==> src/crgb_pkg.sv <==
// shared types, constants and codes for the clipped rgb565 to rgb888 writer
`timescale 1ns / 1ps

package crgb_pkg;

    // default panel sides
    localparam int PANEL_SHORT_SIDE_DEF = 320;
    localparam int PANEL_LONG_SIDE_DEF  = 480;

    // input opcodes
    localparam logic OP_START = 1'b0;
    localparam logic OP_PIXEL = 1'b1;

    // configuration register indexes
    localparam int CFG_IDX_W = 3;
    localparam int CFG_DATA_W = 16;
    localparam logic [CFG_IDX_W-1:0] REG_ROTATION      = 3'd0;
    localparam logic [CFG_IDX_W-1:0] REG_ORIGIN_X      = 3'd1;
    localparam logic [CFG_IDX_W-1:0] REG_ORIGIN_Y      = 3'd2;
    localparam logic [CFG_IDX_W-1:0] REG_BITMAP_WIDTH  = 3'd3;
    localparam logic [CFG_IDX_W-1:0] REG_BITMAP_HEIGHT = 3'd4;
    localparam logic [CFG_IDX_W-1:0] REG_SWAP_BYTES    = 3'd5;

    // panel commands
    localparam logic [7:0] CMD_COL_ADDR  = 8'h2A;
    localparam logic [7:0] CMD_ROW_ADDR  = 8'h2B;
    localparam logic [7:0] CMD_MEM_WRITE = 8'h2C;

    // byte positions inside a window header
    localparam logic [3:0] HB_COL_CMD  = 4'd0;
    localparam logic [3:0] HB_XS_HI    = 4'd1;
    localparam logic [3:0] HB_XS_LO    = 4'd2;
    localparam logic [3:0] HB_XE_HI    = 4'd3;
    localparam logic [3:0] HB_XE_LO    = 4'd4;
    localparam logic [3:0] HB_ROW_CMD  = 4'd5;
    localparam logic [3:0] HB_YS_HI    = 4'd6;
    localparam logic [3:0] HB_YS_LO    = 4'd7;
    localparam logic [3:0] HB_YE_HI    = 4'd8;
    localparam logic [3:0] HB_YE_LO    = 4'd9;
    localparam logic [3:0] HB_WRITE    = 4'd10;

    // byte positions inside a pixel
    localparam logic [3:0] PB_RED   = 4'd0;
    localparam logic [3:0] PB_GREEN = 4'd1;
    localparam logic [3:0] PB_BLUE  = 4'd2;

    // work queue depth
    localparam int QUEUE_DEPTH = 4;
    localparam int QPTR_W      = $clog2(QUEUE_DEPTH);
    localparam int QCNT_W      = $clog2(QUEUE_DEPTH + 1);

    typedef struct packed {
        logic [1:0]         rotation;
        logic signed [15:0] origin_x;
        logic signed [15:0] origin_y;
        logic [14:0]        bitmap_width;
        logic [14:0]        bitmap_height;
        logic               swap_bytes;
    } cfg_t;

    // one unit of work for the byte sender
    typedef struct packed {
        logic        is_hdr;
        logic [15:0] pixel;
        logic [15:0] xs;
        logic [15:0] xe;
        logic [15:0] ys;
        logic [15:0] ye;
    } work_t;

endpackage

==> src/crgb_front.sv <==
// front end: takes items, clips the window, tracks raster position
`timescale 1ns / 1ps

module crgb_front import crgb_pkg::*; #(
    parameter int PANEL_SHORT_SIDE = PANEL_SHORT_SIDE_DEF,
    parameter int PANEL_LONG_SIDE  = PANEL_LONG_SIDE_DEF
) (
    input  logic        aclk,
    input  logic        aresetn,
    input  cfg_t        cfg,
    input  logic        s_tvalid,
    output logic        s_tready,
    input  logic [15:0] s_tdata,
    input  logic        s_tuser,
    input  logic        q_full,
    output logic        q_push,
    output work_t       q_entry
);

    localparam int MAX_SIDE = (PANEL_SHORT_SIDE > PANEL_LONG_SIDE) ?
                              PANEL_SHORT_SIDE : PANEL_LONG_SIDE;
    localparam int COORD_W  = (MAX_SIDE > 1) ? $clog2(MAX_SIDE) : 1;

    logic [COORD_W-1:0] clip_xs_reg, clip_xs_next;
    logic [COORD_W-1:0] clip_xe_reg, clip_xe_next;
    logic [COORD_W-1:0] clip_ys_reg, clip_ys_next;
    logic [COORD_W-1:0] clip_ye_reg, clip_ye_next;
    logic [14:0]        src_col_reg, src_col_next;
    logic [14:0]        src_row_reg, src_row_next;
    logic               draw_reg, draw_next;

    logic signed [17:0] pw, ph, x, y, x2, y2, px, py;
    logic               accept, empty, off_panel, in_clip, col_wrap, row_wrap;
    logic [15:0]        pix_sw;

    assign s_tready = !q_full;
    assign accept   = s_tvalid && s_tready;

    always_comb begin
        pw = cfg.rotation[0] ? 18'(PANEL_LONG_SIDE) : 18'(PANEL_SHORT_SIDE);
        ph = cfg.rotation[0] ? 18'(PANEL_SHORT_SIDE) : 18'(PANEL_LONG_SIDE);
        x  = 18'(cfg.origin_x);
        y  = 18'(cfg.origin_y);
        x2 = x + $signed({3'b000, cfg.bitmap_width}) - 18'sd1;
        y2 = y + $signed({3'b000, cfg.bitmap_height}) - 18'sd1;
        empty     = (cfg.bitmap_width == '0) || (cfg.bitmap_height == '0);
        off_panel = (x >= pw) || (y >= ph) || (x2 < 0) || (y2 < 0);

        px = x + $signed({3'b000, src_col_reg});
        py = y + $signed({3'b000, src_row_reg});
        in_clip = (px >= $signed(18'(clip_xs_reg))) && (px <= $signed(18'(clip_xe_reg))) &&
                  (py >= $signed(18'(clip_ys_reg))) && (py <= $signed(18'(clip_ye_reg)));
        col_wrap = (16'(src_col_reg) + 16'd1) >= 16'(cfg.bitmap_width);
        row_wrap = (16'(src_row_reg) + 16'd1) >= 16'(cfg.bitmap_height);

        pix_sw = cfg.swap_bytes ? {s_tdata[7:0], s_tdata[15:8]} : s_tdata;

        clip_xs_next = clip_xs_reg;
        clip_xe_next = clip_xe_reg;
        clip_ys_next = clip_ys_reg;
        clip_ye_next = clip_ye_reg;
        src_col_next = src_col_reg;
        src_row_next = src_row_reg;
        draw_next    = draw_reg;
        q_push       = 1'b0;

        if (accept) begin
            if (s_tuser == OP_START) begin
                draw_next = 1'b0;
                if (!empty && !off_panel) begin
                    clip_xs_next = (x < 0) ? '0 : COORD_W'(x);
                    clip_ys_next = (y < 0) ? '0 : COORD_W'(y);
                    clip_xe_next = (x2 >= pw) ? COORD_W'(pw - 18'sd1) : COORD_W'(x2);
                    clip_ye_next = (y2 >= ph) ? COORD_W'(ph - 18'sd1) : COORD_W'(y2);
                    src_col_next = '0;
                    src_row_next = '0;
                    draw_next    = 1'b1;
                    q_push       = 1'b1;
                end
            end else if (draw_reg) begin
                if (col_wrap) begin
                    src_col_next = '0;
                    if (row_wrap) begin
                        src_row_next = '0;
                        draw_next    = 1'b0;
                    end else begin
                        src_row_next = src_row_reg + 15'd1;
                    end
                end else begin
                    src_col_next = src_col_reg + 15'd1;
                end
                q_push = in_clip;
            end
        end

        q_entry.is_hdr = (s_tuser == OP_START);
        q_entry.pixel  = pix_sw;
        q_entry.xs     = 16'(clip_xs_next);
        q_entry.xe     = 16'(clip_xe_next);
        q_entry.ys     = 16'(clip_ys_next);
        q_entry.ye     = 16'(clip_ye_next);
    end

    always_ff @(posedge aclk) begin
        if (!aresetn) begin
            clip_xs_reg <= '0;
            clip_xe_reg <= '0;
            clip_ys_reg <= '0;
            clip_ye_reg <= '0;
            src_col_reg <= '0;
            src_row_reg <= '0;
            draw_reg    <= 1'b0;
        end else begin
            clip_xs_reg <= clip_xs_next;
            clip_xe_reg <= clip_xe_next;
            clip_ys_reg <= clip_ys_next;
            clip_ye_reg <= clip_ye_next;
            src_col_reg <= src_col_next;
            src_row_reg <= src_row_next;
            draw_reg    <= draw_next;
        end
    end

endmodule

==> src/crgb_queue.sv <==
// short work queue between front end and byte sender
`timescale 1ns / 1ps

module crgb_queue import crgb_pkg::*; (
    input  logic  aclk,
    input  logic  aresetn,
    input  logic  push,
    input  work_t push_entry,
    input  logic  pop,
    output work_t head,
    output logic  full,
    output logic  not_empty
);

    work_t              mem_reg [QUEUE_DEPTH];
    logic [QPTR_W-1:0]  wr_ptr_reg, rd_ptr_reg;
    logic [QCNT_W-1:0]  count_reg;

    assign full      = (count_reg == QCNT_W'(QUEUE_DEPTH));
    assign not_empty = (count_reg != '0);
    assign head      = mem_reg[rd_ptr_reg];

    always_ff @(posedge aclk) begin
        if (push) begin
            mem_reg[wr_ptr_reg] <= push_entry;
        end
    end

    always_ff @(posedge aclk) begin
        if (!aresetn) begin
            wr_ptr_reg <= '0;
            rd_ptr_reg <= '0;
            count_reg  <= '0;
        end else begin
            if (push) begin
                wr_ptr_reg <= (wr_ptr_reg == QPTR_W'(QUEUE_DEPTH - 1)) ? '0 : wr_ptr_reg + 1'b1;
            end
            if (pop) begin
                rd_ptr_reg <= (rd_ptr_reg == QPTR_W'(QUEUE_DEPTH - 1)) ? '0 : rd_ptr_reg + 1'b1;
            end
            if (push && !pop) begin
                count_reg <= count_reg + 1'b1;
            end else if (pop && !push) begin
                count_reg <= count_reg - 1'b1;
            end
        end
    end

endmodule

==> src/crgb_back.sv <==
// byte sender: turns queued work into panel link beats
`timescale 1ns / 1ps

module crgb_back import crgb_pkg::*; (
    input  logic       aclk,
    input  logic       aresetn,
    input  logic       q_not_empty,
    input  work_t      q_head,
    output logic       q_pop,
    output logic       m_tvalid,
    input  logic       m_tready,
    output logic [7:0] m_tdata,
    output logic       m_tuser,
    output logic       m_tlast
);

    logic [3:0] idx_reg, idx_next;
    logic       valid_reg, valid_next;
    logic [7:0] data_reg, data_next;
    logic       user_reg, user_next;
    logic       last_reg, last_next;

    logic       load, at_end;
    logic [7:0] sel_byte;
    logic       sel_data;
    logic [4:0] r5, b5;
    logic [5:0] g6;

    assign m_tvalid = valid_reg;
    assign m_tdata  = data_reg;
    assign m_tuser  = user_reg;
    assign m_tlast  = last_reg;

    always_comb begin
        r5 = q_head.pixel[15:11];
        g6 = q_head.pixel[10:5];
        b5 = q_head.pixel[4:0];
        sel_byte = '0;
        sel_data = 1'b1;
        if (q_head.is_hdr) begin
            unique case (idx_reg)
                HB_COL_CMD: begin sel_byte = CMD_COL_ADDR; sel_data = 1'b0; end
                HB_XS_HI:   sel_byte = q_head.xs[15:8];
                HB_XS_LO:   sel_byte = q_head.xs[7:0];
                HB_XE_HI:   sel_byte = q_head.xe[15:8];
                HB_XE_LO:   sel_byte = q_head.xe[7:0];
                HB_ROW_CMD: begin sel_byte = CMD_ROW_ADDR; sel_data = 1'b0; end
                HB_YS_HI:   sel_byte = q_head.ys[15:8];
                HB_YS_LO:   sel_byte = q_head.ys[7:0];
                HB_YE_HI:   sel_byte = q_head.ye[15:8];
                HB_YE_LO:   sel_byte = q_head.ye[7:0];
                HB_WRITE:   begin sel_byte = CMD_MEM_WRITE; sel_data = 1'b0; end
                default:    sel_byte = '0;
            endcase
            at_end = (idx_reg == HB_WRITE);
        end else begin
            unique case (idx_reg)
                PB_RED:   sel_byte = {r5, r5[4:2]};
                PB_GREEN: sel_byte = {g6, g6[5:4]};
                PB_BLUE:  sel_byte = {b5, b5[4:2]};
                default:  sel_byte = '0;
            endcase
            at_end = (idx_reg == PB_BLUE);
        end

        load       = q_not_empty && (!valid_reg || m_tready);
        q_pop      = load && at_end;
        idx_next   = idx_reg;
        valid_next = valid_reg && !m_tready;
        data_next  = data_reg;
        user_next  = user_reg;
        last_next  = last_reg;
        if (load) begin
            valid_next = 1'b1;
            data_next  = sel_byte;
            user_next  = sel_data;
            last_next  = at_end;
            idx_next   = at_end ? '0 : idx_reg + 4'd1;
        end
    end

    always_ff @(posedge aclk) begin
        if (!aresetn) begin
            idx_reg   <= '0;
            valid_reg <= 1'b0;
        end else begin
            idx_reg   <= idx_next;
            valid_reg <= valid_next;
        end
    end

    always_ff @(posedge aclk) begin
        data_reg <= data_next;
        user_reg <= user_next;
        last_reg <= last_next;
    end

endmodule

==> src/clipped_rgb565_to_rgb888_display_writer_core.sv <==
// top level of the clipped rgb565 to rgb888 panel writer
`timescale 1ns / 1ps

// draws an rgb565 bitmap onto a panel, clipped to the panel edges. a start beat
// (tuser 0) clips the configured bitmap to the panel and sends the column window
// (0x2a plus four address bytes), the row window (0x2b plus four bytes) and the
// memory write command 0x2c, eleven output beats in all; an empty or off-panel
// bitmap sends nothing. pixel beats (tuser 1) follow in raster order over the
// whole bitmap; each visible pixel is optionally byte-swapped and leaves as three
// data beats r, g, b widened to eight bits by bit replication. clipped pixels and
// pixels outside a drawing send nothing. the front end takes one input beat per
// cycle, unless the queue is full, into a four-entry work queue; the byte sender
// drains it at one output beat per cycle while m_tready is high. output m_tuser
// is high on data bytes, low on command bytes; m_tlast marks the final byte of
// each input beat. configuration must be written by the user only while no
// results are outstanding; the block itself does not enforce this.

module clipped_rgb565_to_rgb888_display_writer_core import crgb_pkg::*; #(
    parameter int PANEL_SHORT_SIDE = PANEL_SHORT_SIDE_DEF,
    parameter int PANEL_LONG_SIDE  = PANEL_LONG_SIDE_DEF
) (
    input  logic                  aclk,
    input  logic                  aresetn,
    // configuration write port
    input  logic                  cfg_we,
    input  logic [CFG_IDX_W-1:0]  cfg_index,
    input  logic [CFG_DATA_W-1:0] cfg_wdata,
    // input beats
    input  logic                  s_tvalid,
    output logic                  s_tready,
    input  logic [15:0]           s_tdata,   // [15:0] pixel
    input  logic                  s_tuser,   // [0] opcode
    // output beats
    output logic                  m_tvalid,
    input  logic                  m_tready,
    output logic [7:0]            m_tdata,   // [7:0] out_byte
    output logic                  m_tuser,   // [0] is_data
    output logic                  m_tlast
);

    cfg_t  cfg_reg;
    logic  q_push, q_pop, q_full, q_not_empty;
    work_t q_entry, q_head;

    // configuration registers
    always_ff @(posedge aclk) begin
        if (!aresetn) begin
            cfg_reg.rotation      <= '0;
            cfg_reg.origin_x      <= '0;
            cfg_reg.origin_y      <= '0;
            cfg_reg.bitmap_width  <= '0;
            cfg_reg.bitmap_height <= '0;
            cfg_reg.swap_bytes    <= 1'b1;
        end else if (cfg_we) begin
            unique case (cfg_index)
                REG_ROTATION:      cfg_reg.rotation      <= cfg_wdata[1:0];
                REG_ORIGIN_X:      cfg_reg.origin_x      <= cfg_wdata;
                REG_ORIGIN_Y:      cfg_reg.origin_y      <= cfg_wdata;
                REG_BITMAP_WIDTH:  cfg_reg.bitmap_width  <= cfg_wdata[14:0];
                REG_BITMAP_HEIGHT: cfg_reg.bitmap_height <= cfg_wdata[14:0];
                REG_SWAP_BYTES:    cfg_reg.swap_bytes    <= cfg_wdata[0];
                default:           cfg_reg               <= cfg_reg;
            endcase
        end
    end

    // clipping and raster tracking
    crgb_front #(
        .PANEL_SHORT_SIDE (PANEL_SHORT_SIDE),
        .PANEL_LONG_SIDE  (PANEL_LONG_SIDE)
    ) u_front (
        .aclk     (aclk),
        .aresetn  (aresetn),
        .cfg      (cfg_reg),
        .s_tvalid (s_tvalid),
        .s_tready (s_tready),
        .s_tdata  (s_tdata),
        .s_tuser  (s_tuser),
        .q_full   (q_full),
        .q_push   (q_push),
        .q_entry  (q_entry)
    );

    // decouples intake from the byte-wide output lane
    crgb_queue u_queue (
        .aclk       (aclk),
        .aresetn    (aresetn),
        .push       (q_push),
        .push_entry (q_entry),
        .pop        (q_pop),
        .head       (q_head),
        .full       (q_full),
        .not_empty  (q_not_empty)
    );

    // one beat per cycle onto the link while m_tready is high
    crgb_back u_back (
        .aclk        (aclk),
        .aresetn     (aresetn),
        .q_not_empty (q_not_empty),
        .q_head      (q_head),
        .q_pop       (q_pop),
        .m_tvalid    (m_tvalid),
        .m_tready    (m_tready),
        .m_tdata     (m_tdata),
        .m_tuser     (m_tuser),
        .m_tlast     (m_tlast)
    );

endmodule

==> config.mk <==
export PLATFORM = sky130hd
export DESIGN_NAME = clipped_rgb565_to_rgb888_display_writer_core
export DESIGN_NICKNAME = d
export VERILOG_FILES = /design/src/crgb_pkg.sv /design/src/crgb_front.sv /design/src/crgb_queue.sv /design/src/crgb_back.sv /design/src/clipped_rgb565_to_rgb888_display_writer_core.sv
export SDC_FILE = /design/constraint.sdc
export NUM_CORES = 1
export LEC_CHECK = 0
export ABC_AREA = 1
export BUFFER_PORTS_ARGS = -buffer_cell sky130_fd_sc_hd__clkbuf_2
export CAP_MARGIN = 20
export CORE_ASPECT_RATIO = 1.1
export CORE_MARGIN = 3
export CORE_UTILIZATION = 55
export DETAILED_ROUTE_END_ITERATION = 8
export MAX_ROUTING_LAYER = met4
export PLACE_DENSITY = 0.71
export RECOVER_POWER = 50
export SLEW_MARGIN = 20
export SYNTH_ARGS = -nofsm -noshare
export SYNTH_HDL_FRONTEND = slang
export SYNTH_HIERARCHICAL = 1
export SYNTH_SLANG_ARGS = --single-unit
==> constraint.sdc <==
create_clock -name aclk -period 10.3 [get_ports aclk]
set_input_delay 0.515 -clock aclk [delete_from_list [all_inputs] [get_ports aclk]]
set_output_delay 0.515 -clock aclk [all_outputs]
set_load 0.01 [all_outputs]
==> impl_metrics.toml <==
[run_status]
status = "complete, but fails checks"
violations = "capacitance limit, slew limit"

[timing]
period_share = 0.6849
fin_ws_ns = 3.245
rsz0062_at_grt = "no"
final-setup-viol-count = 0
fin_setup_tns_ns = 0
fin_crit_ns = 7.055
holdWs_ns = 0.2093
slew_violations = 376
tightestPinTransition_ns = 3.833
fmax_mhz = 141.7
finalHoldViolations = 0
relSlewSlack = -1.556
fin_worst_skew_ns = 0.01863

[cells_and_area]
fin_nets = 3515
largest_reg_flops = 324
most-common-layout-cells = "nand2_1, nor2_1, inv_1"
diodes = 0
drive_gt1_frac = 0.05440
fin_util = 0.5929
layout_commonest_cell = "nand2_1"
area_growth_pct = 6.461

[critical_path]
path_max_fanout = 88
crit_type = "reg2reg"
crit_arrival_ns = 7.39
r2r_cells = 10
cp-endpoint = "u_back/m_tdata[7]"
startpoint_type = "register"
critPathRequiredTime_ns = 10.63
endpoint_kind = "register"
rr_endpoint = "u_back/m_tdata[7]"
rrSetupSlack_ns = 3.25

[power]
vdd_drop_max_mv = 0.1179
internal-power_mw = 3.208
swShare = 0.2612
seq_power_share = 0.481
power.density_nw_per_um2 = 149.4
power.net_switching_mw = 1.134
power_frac_clock = 0.390
pwr-share-comb = 0.130
total_power_mw = 4.342
leakage_nw = 12.67

[synthesis]
synth_warnings = 6
syn-cell-area_um2 = 27310
syn_avg_cell_area_um2 = 8.285
synth_cells = 3296

[global_route]
grt_pass1_wl_mm = 109.3
grt_usage = 0.2700
grt_pass1_vias = 20987
grt_max_degree = 93
antenna_found_initial = 0
overflow = 0

[routing]
maxUsedRoutingLayer = "met4"
avgRoutedWirePerCell_um = 17.39
drcViolationCount = 0
drtIter0Drc = 1748
dr.pass1.iters = 6
ant_nets = 0
viasPerCell = 5.549
vias = 22080
wl_met1_mm = 29.33
routed_wl_mm = 69.20
wl_met2_mm = 33.57
route.met3.wl_mm = 3.607

[clocking]
clkLatencyLatePin_ns = 0.59
root_buffer = "clkbuf_16"
cts_tree = "yes"
cts.clk_slew.worst_paths_ns = 0.06
htreeDepth = 2
postCtsSetupBuffers = 0
clockBufferDepth = 3
cts_buffers = 48
cts.sinks = 479
ctsResizeCount = 0
postCtsHoldBufs = 0

[min_path]
min_path_type = "in2reg"

[floorplanning]
start_util = 0.5569
core-area_um2 = 49030
die_h_um = 239.7
ios = 53
rows = 85
die_w_um = 218.5
dieArea_um2 = 52360

[placed_design]
preCtsSetupSlack_ns = 4.946
dp_hpwl_mm = 49.27
gp_congestion = 0.9848
io_buffer_count = 52

[flow_run]
maxCapViolCount = 7
through the flow:
stage                     instance area (um^2)  std cells
after CTS                                29160       3979
after detailed placement                 27630       3895
after global routing                     29070       3979
final                                    29070       3979
after global placement                   27630       3895
after floorplan                          27410       3323
power groups by stage:
stage	clock network [mW]	logic [mW]	registers [mW]
after global routing	1.80	0.639	2.09
after global placement	0	0.545	2.13
after CTS	1.72	0.558	2.09
after floorplan	0	0.417	2.12
final	1.69	0.564	2.09
after detailed placement	0	0.555	2.13
critical path, cell delays in order, from the launching register on:
cell        delay (ns)
dfxtp_4           0.81
clkinvlp_2        2.56
clkbuf_1          1.85
o21ai_0           0.62
o22ai_1           0.16
nand2_1           0.09
nand2_1           0.06
nor2_1            0.22
nand2_1           0.10
nand2_1           0.11
nand2_1           0.08
per-layer routing:
| layer | vias to the layer above | GRT usage |
|---|---|---|
| met5 | - | - |
| met4 | 0 | 0.1062 |
| met3 | 155 | 0.02664 |
| met2 | 683 | 0.4570 |
| met1 | 10376 | 0.3349 |
| li1 | 10866 | - |
final cells by class:
type,count,area [um^2]
Fill cell,4383,19960
Timing Repair Buffer,65,321.6
Inverter,427,1615
Multi-Input combinational cell,2272,11850
Sequential cell,479,12940
Clock inverter,28,269.0
Clock buffer,56,1262
Tap cell,652,815.8
worst min-delay path by stage:
stage | startpoint | endpoint | slack [ns] | cells after the start
2_1_floorplan | cfg_reg[26] | cfg_reg[26] | 0.45 | 2
3_3_place_gp | cfg_reg[6] | cfg_reg[6] | 0.47 | 2
3_5_place_dp | cfg_reg[27] | cfg_reg[27] | 0.48 | 2
4_1_cts | cfg_wdata[0] | cfg_reg[0] | 0.18 | 3
5_1_grt | cfg_wdata[0] | cfg_reg[0] | 0.21 | 3
6_report | cfg_wdata[0] | cfg_reg[0] | 0.21 | 3
Note: power is estimated with default switching activity, not from simulation.
